--- src/sv/met_pkg.sv ---
`timescale 1ns / 1ps

package met_pkg;

  localparam int COORD_W  = 32;
  localparam int STEP_W   = 31;
  localparam int SIZE_W   = 12;
  localparam int LIMIT_W  = 16;
  localparam int PROD_W   = 2 * COORD_W;
  localparam int CFG_IDX_W = 3;

  typedef enum logic [CFG_IDX_W-1:0] {
    REG_CENTER_RE    = 3'd0,
    REG_CENTER_IM    = 3'd1,
    REG_PIXEL_STEP   = 3'd2,
    REG_MAX_ITER     = 3'd3,
    REG_IMAGE_WIDTH  = 3'd4,
    REG_IMAGE_HEIGHT = 3'd5
  } cfg_reg_t;

  typedef enum logic [3:0] {
    S_IDLE,
    S_MAPX,
    S_MAPY,
    S_MAPW,
    S_SQR,
    S_SQI,
    S_XPR,
    S_UPD,
    S_DONE
  } met_state_t;

  typedef logic signed [COORD_W-1:0] coord_t;
  typedef logic signed [PROD_W-1:0]  prod_t;

  // a + b, clamped to the signed coordinate range
  function automatic coord_t sat_add(input prod_t a, input coord_t b);
    logic [PROD_W:0] sum;
    sum = {a[PROD_W-1], a} + {{(PROD_W-COORD_W+1){b[COORD_W-1]}}, b};
    if (sum[PROD_W:COORD_W-1] == '0 || sum[PROD_W:COORD_W-1] == '1) begin
      return coord_t'(sum[COORD_W-1:0]);
    end else if (sum[PROD_W]) begin
      return {1'b1, {(COORD_W-1){1'b0}}};
    end else begin
      return {1'b0, {(COORD_W-1){1'b1}}};
    end
  endfunction

endpackage

--- src/sv/met_if.sv ---
`timescale 1ns / 1ps

interface met_pix_if #(parameter int PIXEL_BITS = 12);
  logic                  valid;
  logic                  ready;
  logic [PIXEL_BITS-1:0] pixel_x;
  logic [PIXEL_BITS-1:0] pixel_y;
  modport source (output valid, pixel_x, pixel_y, input ready);
  modport sink   (input valid, pixel_x, pixel_y, output ready);
endinterface

interface met_res_if #(parameter int ITER_BITS = 16);
  logic                 valid;
  logic                 ready;
  logic [ITER_BITS-1:0] escape_count;
  logic                 inside_res;
  modport source (output valid, escape_count, inside_res, input ready);
  modport sink   (input valid, escape_count, inside_res, output ready);
endinterface

interface met_cfg_if import met_pkg::*; ();
  logic                 valid;
  logic                 ready;
  logic [CFG_IDX_W-1:0] index;
  logic [COORD_W-1:0]   data;
  modport source (output valid, index, data, input ready);
  modport sink   (input valid, index, data, output ready);
endinterface

--- src/sv/mandelbrot_escape_time_pixel_unit.sv ---
`timescale 1ns / 1ps

// Escape-time evaluator for one pixel. A pixel (x, y) is mapped to
// c = (2*pixel - size) * step / 2 + centre per axis (Q4.28, saturating), then
// z = z*z + c is iterated from z = c; the result is the index of the first
// iteration whose |z|^2 exceeded 4, or inside_res = 1 when max_iterations
// passes without escape. All products go through one shared 32x32 signed
// multiplier: mapping runs through the MAPX, MAPY and MAPW states and each
// iteration through SQR (re^2), SQI (im^2), XPR (re*im) and UPD (update).
// A pixel that escapes at index k runs k + 1 iterations and an inside pixel
// runs max_iterations. One pixel is in flight at a time; the result sits in
// an output register, so the next pixel is taken while it waits, and that
// pixel holds in its last state until the register is free. Configuration
// writes are always accepted and must be made only while the unit is idle.
module mandelbrot_escape_time_pixel_unit import met_pkg::*; #(
  parameter int FRAC_BITS  = 28,
  parameter int ITER_BITS  = 16,
  parameter int PIXEL_BITS = 12
) (
  input  logic      clk,
  input  logic      rst,
  met_cfg_if.sink   cfg,
  met_pix_if.sink   pix_in,
  met_res_if.source res_out
);

  localparam int TWICE_W = ((PIXEL_BITS > SIZE_W) ? PIXEL_BITS : SIZE_W) + 2;
  localparam logic [PROD_W:0] ESC_BOUND = (PROD_W+1)'(4) << (2 * FRAC_BITS);

  // configuration
  coord_t              center_re;
  coord_t              center_im;
  logic [STEP_W-1:0]   pixel_step;
  logic [ITER_BITS-1:0] max_iter;
  logic [SIZE_W-1:0]   image_width;
  logic [SIZE_W-1:0]   image_height;

  // datapath
  met_state_t           state, state_next;
  logic [PIXEL_BITS-1:0] px, py;
  coord_t               cr, ci, zr, zi;
  prod_t                prod, r2, diff;
  logic                 esc;
  logic [ITER_BITS-1:0] iter;
  logic [ITER_BITS-1:0] iter_inc;
  logic [ITER_BITS-1:0] res_count;
  logic                 res_inside;
  logic                 out_valid;
  logic [ITER_BITS-1:0] out_count;
  logic                 out_inside;

  logic signed [TWICE_W-1:0] twice_x, twice_y;
  coord_t               mul_a, mul_b;
  logic                 out_free;

  assign cfg.ready = 1'b1;

  always_ff @(posedge clk) begin
    if (rst) begin
      center_re    <= -32'sd134217728;
      center_im    <= '0;
      pixel_step   <= STEP_W'(1006633);
      max_iter     <= ITER_BITS'(10);
      image_width  <= SIZE_W'(800);
      image_height <= SIZE_W'(800);
    end else if (cfg.valid) begin
      case (cfg_reg_t'(cfg.index))
        REG_CENTER_RE:    center_re    <= coord_t'(cfg.data);
        REG_CENTER_IM:    center_im    <= coord_t'(cfg.data);
        REG_PIXEL_STEP:   pixel_step   <= cfg.data[STEP_W-1:0];
        REG_MAX_ITER:     max_iter     <= ITER_BITS'(cfg.data[LIMIT_W-1:0]);
        REG_IMAGE_WIDTH:  image_width  <= cfg.data[SIZE_W-1:0];
        REG_IMAGE_HEIGHT: image_height <= cfg.data[SIZE_W-1:0];
        default: ;
      endcase
    end
  end

  assign twice_x  = TWICE_W'({px, 1'b0}) - TWICE_W'(image_width);
  assign twice_y  = TWICE_W'({py, 1'b0}) - TWICE_W'(image_height);
  assign iter_inc = iter + 1'b1;
  assign out_free = !out_valid || res_out.ready;

  // next state
  always_comb begin
    state_next = state;
    case (state)
      S_IDLE: if (pix_in.valid) state_next = S_MAPX;
      S_MAPX: state_next = S_MAPY;
      S_MAPY: state_next = S_MAPW;
      S_MAPW: state_next = (max_iter == '0) ? S_DONE : S_SQR;
      S_SQR:  state_next = S_SQI;
      S_SQI:  state_next = S_XPR;
      S_XPR:  state_next = S_UPD;
      S_UPD:  state_next = (esc || iter_inc == max_iter) ? S_DONE : S_SQR;
      S_DONE: if (out_free) state_next = S_IDLE;
      default: state_next = S_IDLE;
    endcase
  end

  // multiplier operand select and handshake
  always_comb begin
    pix_in.ready = 1'b0;
    mul_a        = '0;
    mul_b        = '0;
    case (state)
      S_IDLE: pix_in.ready = 1'b1;
      S_MAPX: begin
        mul_a = {{(COORD_W-TWICE_W){twice_x[TWICE_W-1]}}, twice_x};
        mul_b = {1'b0, pixel_step};
      end
      S_MAPY: begin
        mul_a = {{(COORD_W-TWICE_W){twice_y[TWICE_W-1]}}, twice_y};
        mul_b = {1'b0, pixel_step};
      end
      S_SQR: begin
        mul_a = zr;
        mul_b = zr;
      end
      S_SQI: begin
        mul_a = zi;
        mul_b = zi;
      end
      S_XPR: begin
        mul_a = zr;
        mul_b = zi;
      end
      default: ;
    endcase
  end

  always_ff @(posedge clk) begin
    if (rst) begin
      state     <= S_IDLE;
      out_valid <= 1'b0;
    end else begin
      state <= state_next;
      if (state == S_DONE && out_free) begin
        out_valid <= 1'b1;
      end else if (res_out.ready) begin
        out_valid <= 1'b0;
      end
    end
  end

  always_ff @(posedge clk) begin
    prod <= mul_a * mul_b;
    case (state)
      S_IDLE: begin
        if (pix_in.valid) begin
          px <= pix_in.pixel_x;
          py <= pix_in.pixel_y;
        end
      end
      S_MAPY: begin
        cr <= sat_add(prod >>> 1, center_re);
        zr <= sat_add(prod >>> 1, center_re);
      end
      S_MAPW: begin
        ci         <= sat_add(prod >>> 1, center_im);
        zi         <= sat_add(prod >>> 1, center_im);
        iter       <= '0;
        res_count  <= '0;
        res_inside <= 1'b1;
      end
      S_SQI: r2 <= prod;
      S_XPR: begin
        // both squares are non-negative, so the sum cannot wrap in 65 bits
        esc  <= ({1'b0, r2} + {1'b0, prod}) > ESC_BOUND;
        diff <= r2 - prod;
      end
      S_UPD: begin
        if (esc) begin
          res_count  <= iter;
          res_inside <= 1'b0;
        end else begin
          zr         <= sat_add(diff >>> FRAC_BITS, cr);
          zi         <= sat_add(prod >>> (FRAC_BITS - 1), ci);
          iter       <= iter_inc;
          res_count  <= '0;
          res_inside <= 1'b1;
        end
      end
      S_DONE: begin
        if (out_free) begin
          out_count  <= res_count;
          out_inside <= res_inside;
        end
      end
      default: ;
    endcase
  end

  assign res_out.valid        = out_valid;
  assign res_out.escape_count = out_count;
  assign res_out.inside_res   = out_inside;

  a_accept_starts_map: assert property (@(posedge clk) disable iff (rst)
    pix_in.valid && pix_in.ready |=> state == S_MAPX)
    else $error("accepted item did not start mapping");

  a_iter_below_limit: assert property (@(posedge clk) disable iff (rst)
    state == S_SQR |-> iter < max_iter)
    else $error("iteration started at or past the limit");

  a_iter_advances: assert property (@(posedge clk) disable iff (rst)
    state == S_UPD && !esc && iter_inc != max_iter
    |=> state == S_SQR && iter == $past(iter_inc))
    else $error("iteration counter did not advance");

  a_inside_zero_count: assert property (@(posedge clk) disable iff (rst)
    state == S_DONE && res_inside |-> res_count == '0)
    else $error("inside result carries a non-zero count");

endmodule
--- src/flat_wrapper.sv ---
// flat-port wrapper written by rule: the top's interface ports become plain ports
module mandelbrot_escape_time_pixel_unit_flat import met_pkg::*;
#(
  parameter int FRAC_BITS  = 28,
  parameter int ITER_BITS  = 16,
  parameter int PIXEL_BITS = 12
)
  (clk, rst, cfg_valid, cfg_index, cfg_data, cfg_ready, pix_in_valid, pix_in_pixel_x, pix_in_pixel_y, pix_in_ready, res_out_valid, res_out_escape_count, res_out_inside_res, res_out_ready);
  met_cfg_if cfg_i ();
  met_pix_if #(.PIXEL_BITS(PIXEL_BITS)) pix_in_i ();
  met_res_if #(.ITER_BITS(ITER_BITS)) res_out_i ();
  input  logic clk;
  input  logic rst;
  input wire logic [$bits(cfg_i.valid)-1:0] cfg_valid;
  input wire logic [$bits(cfg_i.index)-1:0] cfg_index;
  input wire logic [$bits(cfg_i.data)-1:0] cfg_data;
  output wire logic [$bits(cfg_i.ready)-1:0] cfg_ready;
  input wire logic [$bits(pix_in_i.valid)-1:0] pix_in_valid;
  input wire logic [$bits(pix_in_i.pixel_x)-1:0] pix_in_pixel_x;
  input wire logic [$bits(pix_in_i.pixel_y)-1:0] pix_in_pixel_y;
  output wire logic [$bits(pix_in_i.ready)-1:0] pix_in_ready;
  output wire logic [$bits(res_out_i.valid)-1:0] res_out_valid;
  output wire logic [$bits(res_out_i.escape_count)-1:0] res_out_escape_count;
  output wire logic [$bits(res_out_i.inside_res)-1:0] res_out_inside_res;
  input wire logic [$bits(res_out_i.ready)-1:0] res_out_ready;
  assign cfg_i.valid = cfg_valid;
  assign cfg_i.index = cfg_index;
  assign cfg_i.data = cfg_data;
  assign cfg_ready = cfg_i.ready;
  assign pix_in_i.valid = pix_in_valid;
  assign pix_in_i.pixel_x = pix_in_pixel_x;
  assign pix_in_i.pixel_y = pix_in_pixel_y;
  assign pix_in_ready = pix_in_i.ready;
  assign res_out_valid = res_out_i.valid;
  assign res_out_escape_count = res_out_i.escape_count;
  assign res_out_inside_res = res_out_i.inside_res;
  assign res_out_i.ready = res_out_ready;
  mandelbrot_escape_time_pixel_unit #(.FRAC_BITS(FRAC_BITS), .ITER_BITS(ITER_BITS), .PIXEL_BITS(PIXEL_BITS)) u_core (.clk(clk), .rst(rst), .cfg(cfg_i), .pix_in(pix_in_i), .res_out(res_out_i));
endmodule
--- config.mk ---
export PLATFORM = sky130hd
export DESIGN_NAME = mandelbrot_escape_time_pixel_unit_flat
export DESIGN_NICKNAME = d
export VERILOG_FILES = /design/src/sv/met_pkg.sv /design/src/sv/met_if.sv /design/src/sv/mandelbrot_escape_time_pixel_unit.sv /design/src/flat_wrapper.sv
export SDC_FILE = /design/constraint.sdc
export NUM_CORES = 2
export LEC_CHECK = 0
export ABC_CLOCK_PERIOD_IN_PS = 27200
export CAP_MARGIN = 20
export CORE_MARGIN = 8
export CORE_UTILIZATION = 35
export DETAILED_ROUTE_END_ITERATION = 10
export DONT_BUFFER_PORTS = 1
export PLACE_DENSITY = 0.6
export SYNTH_ARGS = -nofsm -noshare
export SYNTH_HDL_FRONTEND = slang
export SYNTH_SLANG_ARGS = --single-unit
--- constraint.sdc ---
create_clock -name clk -period 27.2 [get_ports clk]
set_input_delay 5.44 -clock clk [delete_from_list [all_inputs] [get_ports clk]]
set_output_delay 5.44 -clock clk [all_outputs]
set_load 0.03 [all_outputs]
==> metrics.txt <==
# TYPE chip_impl_metric gauge
chip_impl_info{name="outcome",value="complete, no violations"} 1
chip_impl_metric{name="crit_required",unit="ns"} 27.77
chip_impl_metric{name="switching_power_as_a_share_of_total_power",unit="%"} 52.50
chip_impl_metric{name="cts_setup_buffers",unit=""} 0
chip_impl_metric{name="cts_sink_cnt",unit=""} 507
chip_impl_metric{name="dr.first_iter.drc_count",unit=""} 6857
chip_impl_metric{name="reg2reg_setup_slack",unit="ns"} 14.21
chip_impl_info{name="worstSetupPathType",value="flop to flop"} 1
chip_impl_metric{name="floorplan.initialDensity",unit="%"} 35.14
chip_impl_metric{name="drt-pass1-iter-count",unit=""} 8
chip_impl_metric{name="post-route-min-period",unit="ns"} 12.99
chip_impl_metric{name="max_capacitance_violation_count",unit=""} 0
chip_impl_metric{name="hold_buffers",unit=""} 0
chip_impl_metric{name="share_of_flip_flops_with_an_asynchronous_set_or_reset_after_synthesis",unit="%"} 0
chip_impl_metric{name="synth-edff-count",unit=""} 303
chip_impl_info{name="timing.critical_path.from_type",value="flop"} 1
chip_impl_metric{name="detail-route-antenna-nets",unit=""} 0
chip_impl_metric{name="io_port_bufs",unit=""} 0
chip_impl_metric{name="timing.final.crit_share",unit="%"} 47.77
chip_impl_metric{name="layout-area-overhead-vs-synth",unit="%"} 7.297
chip_impl_metric{name="num_cts_buffers",unit=""} 58
chip_impl_metric{name="grt_start_max_net_pins",unit=""} 140
chip_impl_metric{name="number_of_synthesized_register_bits",unit=""} 507
chip_impl_metric{name="global_route_wire_length_before_repair",unit="µm"} 437800
chip_impl_metric{name="cts-htree-levels",unit=""} 2
chip_impl_metric{name="p_int",unit="mW"} 2.614
chip_impl_metric{name="syn_inst",unit=""} 8761
chip_impl_metric{name="grt-ovfl-total",unit=""} 0
chip_impl_metric{name="switchingPower",unit="mW"} 2.890
chip_impl_metric{name="grt_antenna_before_repair",unit=""} 25
chip_impl_info{name="yosys.area.top_type",value="sky130_fd_sc_hd__fa_1"} 1
chip_impl_info{name="rsz0062_at_grt",value="false"} 1
chip_impl_metric{name="critPathMaxFanout",unit=""} 38
chip_impl_metric{name="fmaxAchievable",unit="MHz"} 76.97
chip_impl_metric{name="syn-mean-instance-area",unit="µm²"} 8.600
chip_impl_metric{name="maxSlewViolCount",unit=""} 0
chip_impl_info{name="ys_top_cells_by_area",value="sky130_fd_sc_hd__fa_1 (29%), sky130_fd_sc_hd__edfxtp_1 (12%), sky130_fd_sc_hd__ha_1 (8.9%)"} 1
chip_impl_metric{name="dp_hpwl",unit="µm"} 240100
chip_impl_info{name="buffer_cell_driving_the_clock_tree_root",value="sky130_fd_sc_hd__clkbuf_16"} 1
chip_impl_metric{name="clkLatencyLatePin",unit="ns"} 0.70
chip_impl_metric{name="clockPowerShare",unit="%"} 15.2
chip_impl_metric{name="total_length_of_routed_wires",unit="µm"} 296900
chip_impl_info{name="worst_setup_path_end_kind",value="flop"} 1
chip_impl_metric{name="synthesis.yosys.warnings",unit=""} 0
chip_impl_metric{name="remaining_drc_errors",unit=""} 0
chip_impl_info{name="min_delay_path_class",value="flop to flop"} 1
chip_impl_metric{name="globalplace.congestion",unit=""} 1.011
chip_impl_metric{name="die_y",unit="µm"} 480.0
chip_impl_metric{name="p_leak",unit="nW"} 35.07
chip_impl_metric{name="critPathMaxStageDelay",unit="ns"} 0.96
chip_impl_metric{name="finalSetupViolCount",unit=""} 0
chip_impl_metric{name="synth_area",unit="µm²"} 75340
chip_impl_info{name="synth_flop_cell",value="sky130_fd_sc_hd__edfxtp_1"} 1
chip_impl_metric{name="num_rows",unit=""} 170
chip_impl_metric{name="power_density",unit="nW/µm²"} 68.08
chip_impl_info{name="tritoncts",value="built"} 1
chip_impl_metric{name="fin_nets",unit=""} 10250
chip_impl_metric{name="viasPerCell",unit=""} 5.691
chip_impl_metric{name="worstPathArrival",unit="ns"} 13.56
chip_impl_metric{name="first_global_vias",unit=""} 64690
chip_impl_metric{name="max_slew.worst_pin.slew",unit="ns"} 1.185
chip_impl_metric{name="max-vdd-ir-drop",unit="V"} 0.00006680
chip_impl_metric{name="clockBufferDepth",unit=""} 3
chip_impl_info{name="timing.critical_path.mode_cell",value="sky130_fd_sc_hd__fa_1"} 1
chip_impl_metric{name="core_area",unit="µm²"} 214400
chip_impl_metric{name="p_comb_share",unit="%"} 64.6
chip_impl_metric{name="yosys.area.top_type_share",unit="%"} 28.94
chip_impl_metric{name="cts.repair.resized",unit=""} 0
chip_impl_metric{name="clk_pin_slew",unit="ns"} 0.06
chip_impl_metric{name="power.share.sequential",unit="%"} 20.2
chip_impl_metric{name="design_power_total",unit="mW"} 5.504
chip_impl_metric{name="timing.setup.tns",unit="ns"} 0
chip_impl_metric{name="chipWidth",unit="µm"} 480.0
chip_impl_metric{name="ioPinCount",unit=""} 84
chip_impl_metric{name="relSlewSlack",unit="%"} 20.98
chip_impl_info{name="crit_path_top_delay_cell",value="sky130_fd_sc_hd__a221o_1"} 1
chip_impl_metric{name="drive_gt1_share",unit="%"} 4.483
chip_impl_metric{name="syn-num-nets",unit=""} 10450
chip_impl_metric{name="sequential_area_share_after_synthesis",unit="%"} 17.50
chip_impl_metric{name="netlist-cell-type-count",unit=""} 107
chip_impl_metric{name="hold_viol_final",unit=""} 0
chip_impl_metric{name="finClkSkew",unit="ns"} 0.04956
chip_impl_metric{name="filler_cell_count",unit=""} 21880
chip_impl_metric{name="globalRouteTotalUtil",unit="%"} 25.18
chip_impl_metric{name="vias",unit=""} 65200
chip_impl_metric{name="fp.dieArea",unit="µm²"} 230400
chip_impl_metric{name="drt-wirelength-per-cell",unit="µm"} 25.91
layout by cell type (no fill, tap or decap), types with 22 or more instances in the layout:
master | netlist | layout
sky130_fd_sc_hd__nand2_1 | 1291 | 1290
sky130_fd_sc_hd__inv_1 | 1266 | 1266
sky130_fd_sc_hd__fa_1 | 1089 | 1089
sky130_fd_sc_hd__nor2_1 | 666 | 660
sky130_fd_sc_hd__a21oi_1 | 623 | 623
sky130_fd_sc_hd__ha_1 | 533 | 533
sky130_fd_sc_hd__edfxtp_1 | 303 | 303
sky130_fd_sc_hd__o21ai_0 | 269 | 267
sky130_fd_sc_hd__dfxtp_1 | 204 | 203
sky130_fd_sc_hd__xnor2_1 | 199 | 198
sky130_fd_sc_hd__buf_4 | 11 | 171
sky130_fd_sc_hd__a21o_1 | 169 | 169
sky130_fd_sc_hd__nor3_1 | 130 | 127
sky130_fd_sc_hd__nand3_1 | 97 | 97
sky130_fd_sc_hd__xor2_1 | 94 | 94
sky130_fd_sc_hd__nand4_1 | 93 | 93
sky130_fd_sc_hd__and3_1 | 75 | 75
sky130_fd_sc_hd__o21a_1 | 72 | 72
sky130_fd_sc_hd__nor2b_1 | 68 | 67
sky130_fd_sc_hd__nor4_1 | 66 | 66
sky130_fd_sc_hd__a211oi_1 | 67 | 65
sky130_fd_sc_hd__clkbuf_16 | 0 | 65
sky130_fd_sc_hd__o211ai_1 | 64 | 64
sky130_fd_sc_hd__nand2b_1 | 62 | 62
sky130_fd_sc_hd__o21bai_1 | 62 | 62
sky130_fd_sc_hd__and2_1 | 54 | 53
sky130_fd_sc_hd__o31ai_1 | 50 | 47
sky130_fd_sc_hd__a31oi_1 | 44 | 43
sky130_fd_sc_hd__a22oi_1 | 41 | 41
sky130_fd_sc_hd__or3_1 | 38 | 38
sky130_fd_sc_hd__nand3b_1 | 32 | 32
sky130_fd_sc_hd__a221oi_1 | 40 | 32
sky130_fd_sc_hd__a221o_1 | 30 | 30
sky130_fd_sc_hd__a21boi_0 | 28 | 28
sky130_fd_sc_hd__a211o_1 | 28 | 28
sky130_fd_sc_hd__or2_2 | 25 | 25
sky130_fd_sc_hd__a2111oi_0 | 23 | 22
flip-flops by register name, indices dropped and copies added (netlist names), 16 cells and up:
name,cells
u_core.prod,64
u_core.r2,64
u_core.diff,36
u_core.center_im,32
u_core.center_re,32
u_core.ci,32
u_core.cr,32
u_core.zi,32
u_core.zr,32
u_core.pixel_step,31
u_core.iter,16
u_core.max_iter,16
u_core.res_count,16
u_core.res_out.escape_count,16
cells in the mapped netlist (75+ instances only):
cell,count
sky130_fd_sc_hd__a21o_1,169
sky130_fd_sc_hd__a21oi_1,623
sky130_fd_sc_hd__and3_1,75
sky130_fd_sc_hd__clkbuf_1,398
sky130_fd_sc_hd__dfxtp_1,204
sky130_fd_sc_hd__edfxtp_1,303
sky130_fd_sc_hd__fa_1,1089
sky130_fd_sc_hd__ha_1,533
sky130_fd_sc_hd__inv_1,1266
sky130_fd_sc_hd__nand2_1,1291
sky130_fd_sc_hd__nand3_1,97
sky130_fd_sc_hd__nand4_1,93
sky130_fd_sc_hd__nor2_1,666
sky130_fd_sc_hd__nor3_1,130
sky130_fd_sc_hd__o21ai_0,269
sky130_fd_sc_hd__xnor2_1,199
sky130_fd_sc_hd__xor2_1,94
routing by layer:
layer  routed length [µm]  part of all wire (%)  track usage (%)
met2               129100                    44            38.65
met1               125800                    42            34.62
met4                14600                   4.9            10.45
met3                27260                   9.2            5.141
met5                   74                 0.025                0
area by class of cell:
cell class | instances | area (µm²) | area share, %
sequential | 507 | 13180 | 16.31
clock inverter | 21 | 188.9 | 0.2337
tap | 2838 | 3551 | 4.392
clock buffer | 89 | 1804 | 2.232
timing repair buffer | 176 | 1394 | 1.724
inverter | 1268 | 4760 | 5.888
antenna | 9 | 22.52 | 0.02786
multi-input combinational | 6549 | 55940 | 69.19
worst max-delay path: cells and delay by family (launching register included):
| family | cells | cell delay (ns) |
|---|---|---|
| XOR/XNOR | 1 | 0.17 |
| AND/OR/NAND/NOR | 4 | 1.25 |
| AO/OA/AOI/OAI | 19 | 5.52 |
| adder cells (fa/ha/maj) | 10 | 4.73 |
| buffers and inverters | 7 | 0.77 |
| flip-flops | 1 | 0.37 |
power by group through the flow:
stage / combinational (mW) / clock [mW] / sequential [mW]
5_1_grt: 3.84 / 0.880 / 1.11
6_report: 3.56 / 0.837 / 1.11
2_1_floorplan: 2.28 / 0 / 1.03
3_5_place_dp: 3.45 / 0 / 1.12
3_3_place_gp: 3.45 / 0 / 1.12
4_1_cts: 3.49 / 0.852 / 1.10
final timing paths:
| kind | depth (start not counted) | to | from |
|---|---|---|---|
| setup / recovery | 41 | u_core.prod[62] | u_core.image_width[1] |
| setup reg to reg | 41 | u_core.prod[62] | u_core.image_width[1] |
| hold / removal | 0 | u_core.res_out.escape_count[4] | u_core.res_count[4] |
| hold reg to reg | 0 | u_core.res_out.escape_count[4] | u_core.res_count[4] |
metrics by stage:
step           cell area [µm²]  utilization, %  hold slack (ns)  cells  setup WS (ns)
2_1_floorplan            75340               -           0.4003   8761          16.28
3_3_place_gp             78720           36.71           0.4008  11330          14.63
3_5_place_dp             78750           36.73           0.4072  11340          14.55
4_1_cts                  80740           37.66           0.4201  11450          14.45
5_1_grt                  80820           37.70           0.4272  11450          13.70
6_report                 80840           37.70           0.4186  11460          14.21
kinds of logic (layout without fill, tap and decap cells):
group	Yosys count	after routing	share of synthesized area (%)
multiplexers	20	20	0.2690
XOR/XNOR	293	293	3.406
other	1	10	0.004977
AND/OR/NAND/NOR	2782	2782	16.54
AO/OA/AOI/OAI	1831	1831	15.89
adder cells (fa/ha/maj)	1622	1622	37.79
buffers and inverters	1705	1554	8.607
flip-flops	507	507	17.50
(Power assumes the default switching activity.)
